**src/design/i2cm_pkg.sv**
```systemverilog
`default_nettype none
// ----------------------------------------------------------------------------
// i2cm_pkg
// Shared types and constants of the tick-timed I2C master.
// ----------------------------------------------------------------------------
package i2cm_pkg;

  localparam int COUNT_WIDTH_DEFAULT = 8;
  localparam logic [7:0] HALF_PERIOD_RESET = 8'd5;

  localparam int Q_DEPTH = 2;
  localparam int Q_PTR_W = $clog2(Q_DEPTH);
  localparam int Q_CNT_W = $clog2(Q_DEPTH + 1);

  typedef struct packed {
    logic       mode;
    logic [6:0] address;
    logic       read_not_write;
    logic [7:0] byte_count;
    logic [7:0] write_data;
    logic       sda_in;
  } i2cm_in_t;

  typedef struct packed {
    logic       scl_out;
    logic       sda_out;
    logic [7:0] byte_index;
    logic [7:0] read_data;
    logic       read_valid;
    logic       busy_res;
    logic       done_res;
    logic       nack_error;
  } i2cm_out_t;

  typedef enum logic {
    OP_TICK  = 1'b0,
    OP_START = 1'b1
  } i2cm_op_kind_t;

  typedef struct packed {
    i2cm_op_kind_t kind;
    logic [6:0]    address;
    logic          read_not_write;
    logic [7:0]    byte_count;
    logic [7:0]    write_data;
    logic          sda_in;
  } i2cm_op_t;

  // handshake from the front queue to the engine
  typedef struct packed {
    logic valid;
    logic take;
  } i2cm_link_t;

endpackage : i2cm_pkg
`default_nettype wire

```
**src/design/i2cm_front.sv**
```systemverilog
`default_nettype none
// ----------------------------------------------------------------------------
// i2cm_front
// Accepts input transactions, classifies them as tick or start, and holds
// them in a short queue in front of the bit engine.
// ----------------------------------------------------------------------------
module i2cm_front (
  input  logic             clk,
  input  logic             rst,
  input  logic             push,
  output logic             full,
  input  i2cm_pkg::i2cm_in_t request,
  output i2cm_pkg::i2cm_op_t op,
  output logic             op_valid,
  input  logic             op_take
);
  import i2cm_pkg::*;

  i2cm_op_t             mem [Q_DEPTH];
  logic [Q_PTR_W-1:0]   wr_ptr;
  logic [Q_PTR_W-1:0]   rd_ptr;
  logic [Q_CNT_W-1:0]   count;
  logic                 push_fire;
  logic                 take_fire;
  i2cm_op_t             classified;

  assign full      = (count == Q_CNT_W'(Q_DEPTH));
  assign push_fire = push && !full;
  assign take_fire = op_take && (count != '0);
  assign op_valid  = (count != '0);
  assign op        = mem[rd_ptr];

  always_comb begin
    classified.kind           = request.mode ? OP_START : OP_TICK;
    classified.address        = request.address;
    classified.read_not_write = request.read_not_write;
    classified.byte_count     = request.byte_count;
    classified.write_data     = request.write_data;
    classified.sda_in         = request.sda_in;
  end

  always_ff @(posedge clk) begin
    if (push_fire) begin
      mem[wr_ptr] <= classified;
    end
  end

  always_ff @(posedge clk) begin
    if (rst) begin
      wr_ptr <= '0;
      rd_ptr <= '0;
      count  <= '0;
    end else begin
      if (push_fire) begin
        wr_ptr <= Q_PTR_W'((32'(wr_ptr) + 1) % Q_DEPTH);
      end
      if (take_fire) begin
        rd_ptr <= Q_PTR_W'((32'(rd_ptr) + 1) % Q_DEPTH);
      end
      count <= count + Q_CNT_W'(push_fire) - Q_CNT_W'(take_fire);
    end
  end

endmodule : i2cm_front
`default_nettype wire

```
**src/design/i2cm_engine.sv**
```systemverilog
`default_nettype none
// ----------------------------------------------------------------------------
// i2cm_engine
// Bit engine: one queued operation per cycle while the result queue is ready,
// advancing START, address, data, acknowledge and STOP, one result each.
// ----------------------------------------------------------------------------
module i2cm_engine #(
  parameter int COUNT_WIDTH = i2cm_pkg::COUNT_WIDTH_DEFAULT
) (
  input  logic                clk,
  input  logic                rst,
  input  logic [7:0]          half_period_ticks,
  input  i2cm_pkg::i2cm_op_t  op,
  input  logic                op_valid,
  output logic                op_take,
  input  logic                res_ready,
  output logic                res_valid,
  output i2cm_pkg::i2cm_out_t res
);
  import i2cm_pkg::*;

  localparam int CMP_W = ((COUNT_WIDTH > 8) ? COUNT_WIDTH : 8) + 1;

  typedef enum logic [14:0] {
    PH_IDLE = 15'h0001,
    PH_S1   = 15'h0002,
    PH_S2   = 15'h0004,
    PH_S3   = 15'h0008,
    PH_TXH  = 15'h0010,
    PH_TXL  = 15'h0020,
    PH_ACKH = 15'h0040,
    PH_ACKL = 15'h0080,
    PH_RXH  = 15'h0100,
    PH_RXL  = 15'h0200,
    PH_MAH  = 15'h0400,
    PH_MAL  = 15'h0800,
    PH_P1   = 15'h1000,
    PH_P2   = 15'h2000,
    PH_P3   = 15'h4000
  } phase_t;

  phase_t                 phase, phase_next;
  logic [7:0]             hp_counter, hp_counter_next;
  logic [3:0]             bit_counter, bit_counter_next;
  logic [COUNT_WIDTH-1:0] byte_counter, byte_counter_next;
  logic [7:0]             shift_reg, shift_reg_next;
  logic [6:0]             cmd_address, cmd_address_next;
  logic                   cmd_read, cmd_read_next;
  logic [7:0]             cmd_count, cmd_count_next;
  logic                   error_flag, error_flag_next;
  logic                   scl, scl_next;
  logic                   sda, sda_next;
  logic                   addr_stage, addr_stage_next;

  logic                   fire;
  logic [7:0]             hp_eff;
  logic [7:0]             hp_inc;
  logic                   hp_reached;
  logic [3:0]             bit_inc;
  logic [COUNT_WIDTH-1:0] byte_inc;
  logic [CMP_W-1:0]       byte_ext;
  logic [CMP_W-1:0]       byte_inc_ext;
  logic [CMP_W-1:0]       count_ext;
  logic [CMP_W-1:0]       byte_out_ext;
  logic                   rvalid;
  logic [7:0]             rdata;
  logic                   done;

  assign fire      = op_valid && res_ready;
  assign op_take   = fire;
  assign res_valid = fire;

  assign hp_eff       = (half_period_ticks == 8'd0) ? 8'd1 : half_period_ticks;
  assign hp_inc       = hp_counter + 8'd1;
  assign hp_reached   = (hp_inc >= hp_eff);
  assign bit_inc      = bit_counter + 4'd1;
  assign byte_inc     = byte_counter + COUNT_WIDTH'(1);
  assign byte_ext     = CMP_W'(byte_counter);
  assign byte_inc_ext = CMP_W'(byte_inc);
  assign count_ext    = CMP_W'(cmd_count);

  always_comb begin
    phase_next        = phase;
    hp_counter_next   = hp_counter;
    bit_counter_next  = bit_counter;
    byte_counter_next = byte_counter;
    shift_reg_next    = shift_reg;
    cmd_address_next  = cmd_address;
    cmd_read_next     = cmd_read;
    cmd_count_next    = cmd_count;
    error_flag_next   = error_flag;
    scl_next          = scl;
    sda_next          = sda;
    addr_stage_next   = addr_stage;
    rvalid            = 1'b0;
    rdata             = 8'd0;
    done              = 1'b0;
    if (phase == PH_IDLE) begin
      if (op.kind == OP_START) begin
        cmd_address_next  = op.address;
        cmd_read_next     = op.read_not_write;
        cmd_count_next    = op.byte_count;
        error_flag_next   = 1'b0;
        byte_counter_next = '0;
        bit_counter_next  = 4'd0;
        shift_reg_next    = 8'd0;
        hp_counter_next   = 8'd0;
        addr_stage_next   = 1'b1;
        phase_next        = PH_S1;
        scl_next          = 1'b1;
        sda_next          = 1'b1;
      end
    end else if (op.kind == OP_TICK) begin
      hp_counter_next = hp_reached ? 8'd0 : hp_inc;
      if (hp_reached) begin
        unique case (phase)
          PH_S1: begin
            phase_next = PH_S2;
            scl_next   = 1'b1;
            sda_next   = 1'b0;
          end
          PH_S2: begin
            phase_next = PH_S3;
            scl_next   = 1'b0;
            sda_next   = 1'b0;
          end
          PH_S3: begin
            shift_reg_next   = {cmd_address, cmd_read};
            bit_counter_next = 4'd0;
            phase_next       = PH_TXH;
            scl_next         = 1'b1;
            sda_next         = cmd_address[6];
          end
          PH_TXH: begin
            phase_next = PH_TXL;
            scl_next   = 1'b0;
          end
          PH_TXL: begin
            bit_counter_next = bit_inc;
            if (!bit_inc[3]) begin
              shift_reg_next = {shift_reg[6:0], 1'b0};
              phase_next     = PH_TXH;
              scl_next       = 1'b1;
              sda_next       = shift_reg[6];
            end else begin
              phase_next = PH_ACKH;
              scl_next   = 1'b1;
              sda_next   = 1'b1;
            end
          end
          PH_ACKH: begin
            if (op.sda_in) begin
              error_flag_next = 1'b1;
            end else if (addr_stage) begin
              addr_stage_next = 1'b0;
            end else begin
              byte_counter_next = byte_inc;
            end
            phase_next = PH_ACKL;
            scl_next   = 1'b0;
            sda_next   = 1'b1;
          end
          PH_ACKL: begin
            if (error_flag || (byte_ext >= count_ext)) begin
              phase_next = PH_P1;
              scl_next   = 1'b0;
              sda_next   = 1'b0;
            end else if (cmd_read) begin
              shift_reg_next   = 8'd0;
              bit_counter_next = 4'd0;
              phase_next       = PH_RXH;
              scl_next         = 1'b1;
              sda_next         = 1'b1;
            end else begin
              shift_reg_next   = op.write_data;
              bit_counter_next = 4'd0;
              phase_next       = PH_TXH;
              scl_next         = 1'b1;
              sda_next         = op.write_data[7];
            end
          end
          PH_RXH: begin
            shift_reg_next = {shift_reg[6:0], op.sda_in};
            phase_next     = PH_RXL;
            scl_next       = 1'b0;
            sda_next       = 1'b1;
          end
          PH_RXL: begin
            bit_counter_next = bit_inc;
            if (!bit_inc[3]) begin
              phase_next = PH_RXH;
              scl_next   = 1'b1;
              sda_next   = 1'b1;
            end else begin
              rvalid     = 1'b1;
              rdata      = shift_reg;
              phase_next = PH_MAH;
              scl_next   = 1'b1;
              sda_next   = ((byte_ext + CMP_W'(1)) >= count_ext);
            end
          end
          PH_MAH: begin
            phase_next = PH_MAL;
            scl_next   = 1'b0;
            sda_next   = 1'b1;
          end
          PH_MAL: begin
            byte_counter_next = byte_inc;
            if (byte_inc_ext < count_ext) begin
              shift_reg_next   = 8'd0;
              bit_counter_next = 4'd0;
              phase_next       = PH_RXH;
              scl_next         = 1'b1;
              sda_next         = 1'b1;
            end else begin
              phase_next = PH_P1;
              scl_next   = 1'b0;
              sda_next   = 1'b0;
            end
          end
          PH_P1: begin
            phase_next = PH_P2;
            scl_next   = 1'b1;
            sda_next   = 1'b0;
          end
          PH_P2: begin
            phase_next = PH_P3;
            scl_next   = 1'b1;
            sda_next   = 1'b1;
          end
          PH_P3: begin
            done       = 1'b1;
            phase_next = PH_IDLE;
            scl_next   = 1'b1;
            sda_next   = 1'b1;
          end
          default: begin
            phase_next = PH_IDLE;
            scl_next   = 1'b1;
            sda_next   = 1'b1;
          end
        endcase
      end
    end
  end

  assign byte_out_ext = CMP_W'(byte_counter_next);

  always_comb begin
    res.scl_out    = scl_next;
    res.sda_out    = sda_next;
    res.byte_index = byte_out_ext[7:0];
    res.read_data  = rdata;
    res.read_valid = rvalid;
    res.busy_res   = (phase_next != PH_IDLE);
    res.done_res   = done;
    res.nack_error = error_flag_next;
  end

  always_ff @(posedge clk) begin
    if (rst) begin
      phase        <= PH_IDLE;
      hp_counter   <= 8'd0;
      bit_counter  <= 4'd0;
      byte_counter <= '0;
      shift_reg    <= 8'd0;
      cmd_address  <= 7'd0;
      cmd_read     <= 1'b0;
      cmd_count    <= 8'd0;
      error_flag   <= 1'b0;
      scl          <= 1'b1;
      sda          <= 1'b1;
      addr_stage   <= 1'b0;
    end else if (fire) begin
      phase        <= phase_next;
      hp_counter   <= hp_counter_next;
      bit_counter  <= bit_counter_next;
      byte_counter <= byte_counter_next;
      shift_reg    <= shift_reg_next;
      cmd_address  <= cmd_address_next;
      cmd_read     <= cmd_read_next;
      cmd_count    <= cmd_count_next;
      error_flag   <= error_flag_next;
      scl          <= scl_next;
      sda          <= sda_next;
      addr_stage   <= addr_stage_next;
    end
  end

endmodule : i2cm_engine
`default_nettype wire

```
**src/design/i2cm_result_q.sv**
```systemverilog
`default_nettype none
// ----------------------------------------------------------------------------
// i2cm_result_q
// Result queue between the bit engine and the consumer.
// ----------------------------------------------------------------------------
module i2cm_result_q (
  input  logic                clk,
  input  logic                rst,
  input  logic                res_valid,
  input  i2cm_pkg::i2cm_out_t res,
  output logic                res_ready,
  output logic                empty,
  input  logic                pop,
  output i2cm_pkg::i2cm_out_t result
);
  import i2cm_pkg::*;

  i2cm_out_t          mem [Q_DEPTH];
  logic [Q_PTR_W-1:0] wr_ptr;
  logic [Q_PTR_W-1:0] rd_ptr;
  logic [Q_CNT_W-1:0] count;
  logic               push_fire;
  logic               pop_fire;

  assign empty     = (count == '0);
  assign pop_fire  = pop && !empty;
  assign res_ready = (count != Q_CNT_W'(Q_DEPTH)) || pop_fire;
  assign push_fire = res_valid && res_ready;
  assign result    = mem[rd_ptr];

  always_ff @(posedge clk) begin
    if (push_fire) begin
      mem[wr_ptr] <= res;
    end
  end

  always_ff @(posedge clk) begin
    if (rst) begin
      wr_ptr <= '0;
      rd_ptr <= '0;
      count  <= '0;
    end else begin
      if (push_fire) begin
        wr_ptr <= Q_PTR_W'((32'(wr_ptr) + 1) % Q_DEPTH);
      end
      if (pop_fire) begin
        rd_ptr <= Q_PTR_W'((32'(rd_ptr) + 1) % Q_DEPTH);
      end
      count <= count + Q_CNT_W'(push_fire) - Q_CNT_W'(pop_fire);
    end
  end

endmodule : i2cm_result_q
`default_nettype wire

```
**src/design/i2c_master_bit_engine.sv**
```systemverilog
`default_nettype none
// ----------------------------------------------------------------------------
// i2c_master_bit_engine
// Tick-timed I2C master: START, address, data bytes with acknowledge, STOP.
//
//   channel   signals                     handshake
//   input     push, full, request         accepted when push && !full
//   result    empty, pop, result          accepted when pop && !empty
//   config    cfg_wr_en, cfg_wr_data      written when cfg_wr_en
//
// one transaction in and one result out per cycle, sustained while results are
// popped; an accepted input is held in the front queue, then the bit engine
// writes its result into the result queue. the bit engine's combinational step
// sets the rate. reset empties both queues, idles the engine, half period =
// 5 ticks. a stalled result side fills the result queue, then the front queue;
// full rises with four transactions held.
// ----------------------------------------------------------------------------
module i2c_master_bit_engine #(
  parameter int COUNT_WIDTH = i2cm_pkg::COUNT_WIDTH_DEFAULT
) (
  input  logic                clk,
  input  logic                rst,
  input  logic                push,
  output logic                full,
  input  i2cm_pkg::i2cm_in_t  request,
  output logic                empty,
  input  logic                pop,
  output i2cm_pkg::i2cm_out_t result,
  input  logic                cfg_wr_en,
  input  logic [7:0]          cfg_wr_data
);
  import i2cm_pkg::*;

  logic [7:0] half_period_ticks;
  i2cm_op_t   op;
  i2cm_link_t link;
  logic       op_take;
  logic       res_ready;
  logic       res_valid;
  i2cm_out_t  res;

  always_ff @(posedge clk) begin
    if (rst) begin
      half_period_ticks <= HALF_PERIOD_RESET;
    end else if (cfg_wr_en) begin
      half_period_ticks <= cfg_wr_data;
    end
  end

  assign link.take = op_take;

  i2cm_front u_front (
    .clk      (clk),
    .rst      (rst),
    .push     (push),
    .full     (full),
    .request  (request),
    .op       (op),
    .op_valid (link.valid),
    .op_take  (link.take)
  );

  i2cm_engine #(
    .COUNT_WIDTH (COUNT_WIDTH)
  ) u_engine (
    .clk               (clk),
    .rst               (rst),
    .half_period_ticks (half_period_ticks),
    .op                (op),
    .op_valid          (link.valid),
    .op_take           (op_take),
    .res_ready         (res_ready),
    .res_valid         (res_valid),
    .res               (res)
  );

  i2cm_result_q u_result_q (
    .clk       (clk),
    .rst       (rst),
    .res_valid (res_valid),
    .res       (res),
    .res_ready (res_ready),
    .empty     (empty),
    .pop       (pop),
    .result    (result)
  );

endmodule : i2c_master_bit_engine
`default_nettype wire

```
**config.mk**
```make
export PLATFORM = sky130hd
export DESIGN_NAME = i2c_master_bit_engine
export DESIGN_NICKNAME = d
export VERILOG_FILES = /design/src/design/i2cm_pkg.sv /design/src/design/i2cm_front.sv /design/src/design/i2cm_engine.sv /design/src/design/i2cm_result_q.sv /design/src/design/i2c_master_bit_engine.sv
export SDC_FILE = /design/constraint.sdc
export NUM_CORES = 1
export LEC_CHECK = 0
export BUFFER_PORTS_ARGS = -buffer_cell sky130_fd_sc_hd__buf_2
export CAP_MARGIN = 10
export CORE_MARGIN = 2
export CORE_UTILIZATION = 25
export CTS_CLUSTER_DIAMETER = 150
export DETAILED_ROUTE_END_ITERATION = 8
export GPL_TIMING_DRIVEN = 0
export PLACE_DENSITY = 0.38
export SYNTH_ARGS = -nofsm -noshare
export SYNTH_HDL_FRONTEND = slang
export SYNTH_SLANG_ARGS = --single-unit
```
**constraint.sdc**
```tcl
create_clock -name clk -period 5.8 [get_ports clk]
set_input_delay 0 -clock clk [delete_from_list [all_inputs] [get_ports clk]]
set_output_delay 0 -clock clk [all_outputs]
set_load 0.03 [all_outputs]
```
==> impl_metrics.env, run 1 <==
export IMPL_met1_length_mm=11.38
export IMPL_io_buffers=60
export IMPL_grt_overflow=0
export IMPL_gp_congestion=0.8212
export IMPL_synth_area_mm2=0.008387
export IMPL_detail_route_wl_per_cell_um=16.85
export IMPL_rsz0062_at_grt="false"
export IMPL_async_flop_share_pct=0
export IMPL_synth_flop_cell="edfxtp_1"
export IMPL_num_vias=6039
export IMPL_tns_ns=0
export IMPL_grt_pass1_wl_mm=35.78
export IMPL_power_frac_comb_pct=32.9
export IMPL_setup_viol=0
export IMPL_core_mm2=0.03328
export IMPL_synth_avg_cell_area_um2=11.02
export IMPL_grt_usage_pct=13.45
export IMPL_syn_inst=761
export IMPL_grt_start_max_net_pins=27
export IMPL_synth_edff_count=96
export IMPL_p_clk_share_pct=27.6
export IMPL_synth_common_cells="edfxtp_1, dfxtp_1, nor2_1"
export IMPL_hold_path_class="in -> reg"
export IMPL_synth_mux_area_share_pct=9.294
export IMPL_crit_type="reg -> reg"
export IMPL_top_layer_used="met4"
export IMPL_area_growth_pct=22.32
export IMPL_max_freq_mhz=250.5
export IMPL_final_nets=951
export IMPL_cts_buffer_depth=2
export IMPL_wl_met2_mm=9.927
export IMPL_ys_seq_area_share_pct=53.71
export IMPL_largest_reg_flops=52
export IMPL_stdcell_count=1339
export IMPL_peakVddDrop_mv=0.1916
export IMPL_die_w_um=187.2
export IMPL_reg_largest_list="u_front.mem (52), u_result_q.mem (44), u_engine.phase (15)"
export IMPL_synthAdderAreaFrac_pct=5.072
export IMPL_relSlewSlack_pct=28.50
export IMPL_die_h_um=187.2
export IMPL_status="finished, final reports clean"
export IMPL_critPathRequiredTime_ns=6.18
export IMPL_drive_above_1_share_pct=15.60
export IMPL_power_switching_mw=1.520
export IMPL_synth_simple_area_share_pct=15.22
export IMPL_clock_root_buffer="clkbuf_16"
export IMPL_n_fill_cell=3482
export IMPL_drt_wl_total_mm=22.56
export IMPL_synth_xor_area_share_pct=2.506
export IMPL_critPathLaunchType="flop"
export IMPL_yosysMostFrequentCell="edfxtp_1"
export IMPL_cts_tree="done"
export IMPL_grt_pass1_vias=6128
export IMPL_hold_violations=0
export IMPL_slew_viol_final=0
export IMPL_synth_top_family_by_area="simple AND/OR/NAND/NOR gates"
export IMPL_multi_input_area_mm2=0.003601
export IMPL_synth_top_cell_area_share_pct=34.37
export IMPL_max_cap_viol_count=0
export IMPL_synth_compound_area_share_pct=10.64
export IMPL_path_max_fanout=10
export IMPL_powerDensity_mw_per_mm2=415.0
export IMPL_switching_share_pct=35.71
export IMPL_drt_iter0_markers=292
export IMPL_path_buf_inv=1
export IMPL_vias_per_cell=4.510
export IMPL_seq_power_share_pct=39.5
export IMPL_design_power_total_mw=4.257
export IMPL_drtPass1Iterations=5
export IMPL_critPathTopFamily="compound AO/OA/AOI/OAI gates"
export IMPL_cp_slowest_cell="a21oi_1"
export IMPL_hpwl_mm=16.26
export IMPL_synth_top_area_cell="edfxtp_1"
export IMPL_antenna_found_initial=0
export IMPL_path_cells="nand3_1 > nor2_1 > nand3_1 > xnor2_1 > ha_1 > a211oi_1 > o21ai_0 > a41oi_1 > or3_1 > clkbuf_1 > o21ai_0 > a21oi_1 > a22o_1"
export IMPL_clock_skew_ns=0.01241
export IMPL_ctsHoldBuffers=35
export IMPL_tightest_slew_ns=1.073
export IMPL_clkSinkCount=177
export IMPL_placed_cells=1272
export IMPL_yosys_warnings=0
export IMPL_period_share_pct=68.83
export IMPL_cts_resized_gates=0
export IMPL_clkTransAtPathRegs_ns=0.07
export IMPL_cts_made_buffers=17
export IMPL_met3_length_um=949
export IMPL_route_detailed_drc=0
export IMPL_cpPeakStageDelay_ns=0.80
export IMPL_synth_area_top_cells="edfxtp_1, dfxtp_1, mux2i_1, ha_1, nor2_1"
export IMPL_ys_ff_latch=177
export IMPL_top_register="u_front.mem"
export IMPL_regArea_mm2=0.004504
export IMPL_end_kind="flop"
export IMPL_initial_utilization_pct=25.20
export IMPL_io_pins=63
export IMPL_fp_row_count=67
export IMPL_ant_nets=0
export IMPL_synth_nets=834
export IMPL_arrival_ns=4.38
export IMPL_internal_power_mw=2.737
export IMPL_ys_types=66
export IMPL_worstSkewPairLatency_ns=0.44
export IMPL_htreeDepth=4
export IMPL_die_area_mm2=0.03503
export IMPL_post_cts_buffers=0
export IMPL_min_period_ns=3.992
export IMPL_diodes=0
export IMPL_p_leak_nw=3.709
## final timing paths
path | slack (ns) | startpoint | cells after the start | endpoint
worst min-delay path | 0.09 | pop | 4 | u_result_q.rd_ptr
worst max-delay path | 1.81 | u_engine.hp_counter[0] | 13 | u_engine.phase[12]
worst min register to register | 0.46 | u_engine.shift_reg[5] | 2 | u_engine.shift_reg[5]
worst max register to register | 1.81 | u_engine.hp_counter[0] | 13 | u_engine.phase[12]
## placed cells by master, fill, tap and decap left out, types with 4 or more instances in the layout
master	netlist	layout
o21ai_0	31	31
dlygate4sd3_1	0	35
nand3_1	14	14
o22ai_1	4	4
nor2b_1	6	6
ha_1	34	34
dfxtp_1	81	81
clkinv_4	0	4
and2_1	6	6
nor2_1	79	77
or3_1	12	12
xor2_1	13	13
nor4_1	14	14
buf_2	2	62
nor3_1	14	14
clkbuf_1	18	21
edfxtp_1	96	96
a211oi_1	21	21
inv_1	41	41
nand2_1	52	52
xnor2_1	11	11
a21oi_1	26	26
mux2i_1	52	52
clkbuf_16	0	17
nand4b_1	5	5
a22oi_1	10	10
o2bb2ai_1	5	5
nand3b_1	4	4
and3_1	8	8
mux2_2	23	23
buf_1	6	6
nand4_1	10	10
## kinds of logic (layout without fill, tap and decap cells)
| family | after synthesis | count (layout) |
|---|---|---|
| DFF | 177 | 177 |
| AOI/OAI and AO/OA | 130 | 130 |
| adders and majority gates | 34 | 34 |
| xor gates and xnor gates | 24 | 24 |
| muxes | 75 | 75 |
| buffers and inverters | 73 | 203 |
| and+or+nand+nor | 248 | 248 |
## routing by layer
layer | up-vias | GRT usage (%)
met5 | - | 0
met2 | 106 | 20.36
li1 | 3040 | -
met3 | 13 | 2.983
met1 | 2880 | 18.97
met4 | 0 | 4.365
## area by class of cell
type / count / area share, %
well taps: 448 / 5.464
clock buffers: 22 / 4.525
flip-flops and latches: 177 / 43.91
multi-input cells: 511 / 35.10
inverters: 43 / 1.573
plain buffers: 30 / 1.342
repair buffers: 98 / 6.867
clock inverters: 10 / 1.220
## worst register-to-register path, cell delays in order (launching register included)
cell and delay [ns]:
dfxtp_1 0.40, nand3_1 0.14, nor2_1 0.20, nand3_1 0.12, xnor2_1 0.21, ha_1 0.28
a211oi_1 0.26, o21ai_0 0.13, a41oi_1 0.49, or3_1 0.21, clkbuf_1 0.25, o21ai_0 0.19
a21oi_1 0.80, a22o_1 0.26
## power by group through the flow
stage	logic [mW]	registers (mW)	clock network (mW)
3_5_place_dp	1.41	1.71	0
4_1_cts	1.44	1.69	1.22
6_report	1.40	1.68	1.17
5_1_grt	1.57	1.71	1.27
2_1_floorplan	0.980	1.68	0
3_3_place_gp	1.38	1.72	0
## metrics by stage
| step | utilization (%) | setup slack (ns) | hold WS [ns] | instance area (um2) |
|---|---|---|---|---|
| finish | 30.82 | 1.808 | 0.08637 | 10260 |
| CTS | 30.82 | 1.663 | 0.06001 | 10260 |
| global route | 30.82 | 1.286 | 0.1063 | 10260 |
| global placement | 27.79 | 1.500 | 0.1926 | 9248 |
| floorplan | - | 2.718 | 0.09887 | 8387 |
| detailed placement | 28.00 | 1.688 | 0.1914 | 9319 |
Power figures use the tool's default switching activity.
==> inputs of run 2 (changes only) <==
clock period = 3.8 ns   (was 5.8 ns; I/O delays follow)
==> run 2 against run 1 <==
Net effect: core utilization rose by 0.20 points; via count fell by 0.20%; sequential share of layout area fell by 0.28 points; die area did not move; wire length rose by 0.34%; combinational power rose by 54%; critical path depth fell by 2; largest cell class unchanged; largest power group unchanged.
==> impl_metrics.env, run 2 (same netlist as run 1, synthesis figures left out) <==
export IMPL_status="finished, final reports clean"
export IMPL_hold_violations=0
export IMPL_die_h_um=187.2
export IMPL_drt_iter0_markers=288
export IMPL_clock_skew_ns=0.01227
export IMPL_crit_type="reg -> reg"
export IMPL_drtPass1Iterations=6
export IMPL_clkTransAtPathRegs_ns=0.07
export IMPL_post_route_util_pct=31.02
export IMPL_cts_buffer_depth=2
export IMPL_final_common_cell="edfxtp_1"
export IMPL_clock_root_buffer="clkbuf_16"
export IMPL_relSlewSlack_pct=28.60
export IMPL_num_vias=6027
export IMPL_p_leak_nw=3.716
export IMPL_end_kind="flop"
export IMPL_die_area_mm2=0.03503
export IMPL_grt_overflow=0
export IMPL_arrival_ns=3.73
export IMPL_cts_tree="done"
export IMPL_area_growth_pct=23.09
export IMPL_die_w_um=187.2
export IMPL_top_register="u_front.mem"
export IMPL_hold_path_class="in -> reg"
export IMPL_io_pins=63
export IMPL_route_detailed_drc=0
export IMPL_period_share_pct=94.30
export IMPL_path_max_fanout=10
export IMPL_slew_viol_final=0
export IMPL_hpwl_mm=16.26
export IMPL_critPathLaunchType="flop"
export IMPL_powerDensity_mw_per_mm2=631.6
export IMPL_vias_per_cell=4.501
export IMPL_critPathRequiredTime_ns=3.95
export IMPL_initial_utilization_pct=25.20
export IMPL_grt_usage_pct=13.45
export IMPL_worstSkewPairLatency_ns=0.44
export IMPL_htreeDepth=4
export IMPL_reg_largest_list="u_front.mem (52), u_result_q.mem (44), u_engine.phase (15)"
export IMPL_grt_start_max_net_pins=27
export IMPL_peakVddDrop_mv=0.2947
export IMPL_max_freq_mhz=279.1
export IMPL_clkSinkCount=177
export IMPL_hold_slack_ns=0.08370
export IMPL_rsz0062_at_grt="false"
export IMPL_layout_common_cells="edfxtp_1, dfxtp_1, nor2_1"
export IMPL_detail_route_wl_per_cell_um=16.90
export IMPL_tightest_slew_ns=1.071
export IMPL_core_mm2=0.03328
export IMPL_fp_row_count=67
export IMPL_diodes=0
export IMPL_ant_nets=0
export IMPL_grt_pass1_vias=6131
export IMPL_largest_reg_flops=52
export IMPL_max_cap_viol_count=0
export IMPL_cts_made_buffers=17
export IMPL_antenna_found_initial=0
export IMPL_gp_congestion=0.8212
export IMPL_setup_viol=0
export IMPL_min_period_ns=3.584
export IMPL_io_buffers=60
export IMPL_final_nets=951
export IMPL_grt_pass1_wl_mm=35.78
export IMPL_drive_above_1_share_pct=16.72
export IMPL_drt_wl_total_mm=22.63
## run 2: cell type report
| cell class | count | area [um2] |
|---|---|---|
| clock buffer | 22 | 464.2 |
| fill | 3477 | 22960 |
| multi-input combinational | 511 | 3662 |
| sequential | 177 | 4504 |
| tap | 448 | 560.5 |
| inverter | 43 | 161.4 |
| timing repair buffer | 99 | 711.9 |
| clock inverter | 10 | 125.1 |
| buffer | 29 | 133.9 |
## run 2: per-layer routing
layer | track usage [%] | share of wire (%) | vias to the layer above
met5 | 0 | 0 | -
met4 | 4.365 | 1.4 | 0
met3 | 2.983 | 3.1 | 15
met2 | 20.39 | 44 | 107
met1 | 18.96 | 51 | 2868
li1 | - | - | 3037
## run 2: worst max-delay path: stages (launching register included)
cell     delay [ns]
dfxtp_1        0.40
ha_1           0.20
nand3_1        0.14
xnor2_1        0.18
ha_1           0.33
a21oi_1        0.07
o21ai_0        0.22
a41oi_2        0.13
or3_1          0.53
a311o_1        0.38
buf_4          0.21
nor4_1         0.52
## run 2: worst paths after layout
check / startpoint / end / slack, ns / cells after the start
max: u_engine.hp_counter[0] / u_result_q.mem[0][7] / 0.22 / 11
min: pop / u_result_q.rd_ptr / 0.08 / 4
max reg2reg: u_engine.hp_counter[0] / u_result_q.mem[0][7] / 0.22 / 11
min reg2reg: u_engine.shift_reg[1] / u_engine.shift_reg[1] / 0.46 / 2
## run 2: what timing repair did
action	in CTS	in global routing
hold buffers	35	0
resized for setup	2	8
endpoints found under the setup margin	10	42
cloned	0	0
setup buffers	0	1
endpoints found under the hold margin	61	0
## run 2: power by group
group | leakage, nW | switching, mW | internal, mW
registers | 1.55 | 0.143 | 2.42
logic | 1.87 | 1.42 | 0.745
clock network | 0.290 | 0.778 | 1.01
total | 3.72 | 2.34 | 4.18
## run 2: metrics by stage
step | power (mW) | setup WS (ns) | instance area, um2 | instances | TNS, ns
6_report | 6.520 | 0.2165 | 10320 | 1339 | 0
5_1_grt | 6.963 | 0.01410 | 10320 | 1339 | 0
4_1_cts | 6.638 | 0.001480 | 10270 | 1339 | 0
3_5_place_dp | 4.771 | -0.3121 | 9319 | 1272 | -2.693
3_3_place_gp | 4.733 | -0.5000 | 9248 | 1269 | -15.69
2_1_floorplan | 4.061 | 0.7182 | 8387 | 761 | 0
==> inputs of run 3 (changes only) <==
CORE_UTILIZATION = 52   (was 25)
GPL_TIMING_DRIVEN = default   (was 0)
PLACE_DENSITY = 0.68   (was 0.38)
==> run 3 against run 2 <==
Net effect: register-to-register slack better by 0.18 ns; via count up 4.2%; sequential share of layout area up 1.2 points; critical path type unchanged; critical endpoint is now u_result_q.mem[0][9].
==> impl_metrics.env, run 3 (same netlist as run 1, synthesis figures left out) <==
export IMPL_grt_overflow=0
export IMPL_worstSkewPairLatency_ns=0.44
export IMPL_initial_utilization_pct=52.99
export IMPL_diodes=0
export IMPL_die_h_um=131.0
export IMPL_multi_input_area_mm2=0.003600
export IMPL_setup_viol=0
export IMPL_grt_usage_pct=23.64
export IMPL_hold_slack_ns=0.09656
export IMPL_reg2reg_depth=11
export IMPL_powerDensity_mw_per_mm2=649.9
export IMPL_grt_pass1_vias=6163
export IMPL_min_period_ns=3.404
export IMPL_max_cap_viol_count=0
export IMPL_drt_iter0_markers=456
export IMPL_slew_viol_final=0
export IMPL_route_detailed_drc=0
export IMPL_die_area_mm2=0.01716
export IMPL_regToRegSetupSlack_ns=0.40
export IMPL_met1_length_mm=8.661
export IMPL_clock_skew_ns=0.008246
export IMPL_drt_wl_total_mm=19.25
export IMPL_min_delay_start="pop"
export IMPL_wl_met2_mm=9.079
export IMPL_post_route_util_pct=63.44
export IMPL_tightest_slew_ns=0.9822
export IMPL_p_leak_nw=3.754
export IMPL_gp_congestion=0.9249
export IMPL_timing_rr_end="u_result_q.mem[0][9]"
export IMPL_rsz0062_at_grt="false"
export IMPL_cts_buffer_depth=2
export IMPL_clkSinkCount=177
export IMPL_die_w_um=131.0
export IMPL_status="finished, final reports clean"
export IMPL_hold_path_class="in -> reg"
export IMPL_cts_tree="done"
export IMPL_hold_path_depth=4
export IMPL_clock_root_buffer="clkbuf_16"
export IMPL_detail_route_wl_per_cell_um=17.53
export IMPL_clkTransAtPathRegs_ns=0.07
export IMPL_r2r_start="u_engine.hp_counter[0]"
export IMPL_critPathLaunchType="flop"
export IMPL_ant_nets=0
export IMPL_top_register="u_front.mem"
export IMPL_final_nets=942
export IMPL_antenna_found_initial=0
export IMPL_post_cts_buffers=0
export IMPL_peakVddDrop_mv=0.3678
export IMPL_area_growth_pct=19.72
export IMPL_fp_row_count=46
export IMPL_relSlewSlack_pct=34.43
export IMPL_grt_start_max_net_pins=33
export IMPL_layout_common_cells="edfxtp_1, dfxtp_1, nor2_1"
export IMPL_critPathRequiredTime_ns=3.97
export IMPL_period_share_pct=89.59
export IMPL_max_freq_mhz=293.7
export IMPL_cts_made_buffers=17
export IMPL_final_common_cell="edfxtp_1"
export IMPL_tns_ns=0
export IMPL_grt_pass1_wl_mm=31.02
export IMPL_design_power_total_mw=6.526
export IMPL_n_fill_cell=1256
export IMPL_largest_reg_flops=52
export IMPL_regArea_mm2=0.004504
export IMPL_io_buffers=62
export IMPL_reg_largest_list="u_front.mem (52), u_result_q.mem (44), u_engine.phase (15)"
export IMPL_io_pins=63
export IMPL_hold_end="u_result_q.rd_ptr"
export IMPL_htreeDepth=4
export IMPL_vias_per_cell=5.719
export IMPL_met3_length_mm=1.012
export IMPL_hold_violations=0
export IMPL_arrival_ns=3.58
export IMPL_num_vias=6280
export IMPL_drtPass1Iterations=5
export IMPL_top_layer_used="met4"
export IMPL_path_max_fanout=12
export IMPL_hpwl_mm=13.25
export IMPL_core_mm2=0.01583
export IMPL_end_kind="flop"
export IMPL_crit_type="reg -> reg"
export IMPL_drive_above_1_share_pct=16.89
-- run 3: changes by cell type in the layout (fill, tap and decap cells not counted), sizes merged --
cell         change
clkbuf          -21
dlygate4sd3      +9
inv              +4
buf              -2
clkinv           +1
-- run 3: final cells by class --
class | instances | area share (%)
multi-input cells | 511 | 35.85
flip-flops and latches | 177 | 44.86
clock buffers | 17 | 4.237
repair buffers | 119 | 8.623
well taps | 216 | 2.692
inverters | 43 | 1.607
clock inverters | 15 | 2.131
-- run 3: layer usage --
layer,vias to the layer above,GRT usage [%]
li1,3029,-
met1,3000,31.26
met2,207,38.07
met3,44,4.479
met4,0,10.51
met5,-,0
-- run 3: worst max-delay path by stage --
stage                            from                    to  slack, ns
6_report       u_engine.hp_counter[0]  u_result_q.mem[0][9]       0.40
5_1_grt        u_engine.hp_counter[0]     u_engine.phase[3]       0.17
4_1_cts        u_engine.hp_counter[0]     u_engine.phase[3]       0.21
3_5_place_dp   u_engine.hp_counter[0]     u_engine.phase[3]       0.28
3_3_place_gp   u_engine.hp_counter[0]     u_engine.phase[3]       0.41
2_1_floorplan  u_engine.hp_counter[0]     u_engine.phase[5]       0.72
-- run 3: timing repair --
item | CTS | global route
gates resized for setup | 0 | 2
endpoints found under the setup margin | 0 | 18
hold buffers | 44 | 0
endpoints found under the hold margin | 61 | 0
-- run 3: metrics by stage --
| stage | instance area (um2) | setup WS (ns) | cells |
|---|---|---|---|
| floorplan | 8387 | 0.7182 | 761 |
| global placement | 8930 | 0.4064 | 1021 |
| detailed placement | 8930 | 0.2781 | 1021 |
| CTS | 10010 | 0.2136 | 1097 |
| global route | 10040 | 0.1684 | 1098 |
| finish | 10040 | 0.3956 | 1098 |
-- run 3: worst max-delay path, stage by stage (launching register included) --
cell and delay [ns]:
dfxtp_1 0.41, ha_1 0.22, nand3_1 0.13, nor2_1 0.15, xor2_1 0.25, ha_1 0.23, a211oi_1 0.08, o21ai_0 0.08
a41oi_1 0.13, or3_1 0.54, a311o_2 0.49, nor4_1 0.42
-- run 3: power by group --
| part | leakage [nW] | internal [mW] | switching [mW] | total (mW) |
|---|---|---|---|---|
| Combinational | 1.89 | 0.735 | 1.32 | 2.05 |
| Clock | 0.312 | 1.02 | 0.844 | 1.86 |
| Sequential | 1.55 | 2.42 | 0.189 | 2.61 |
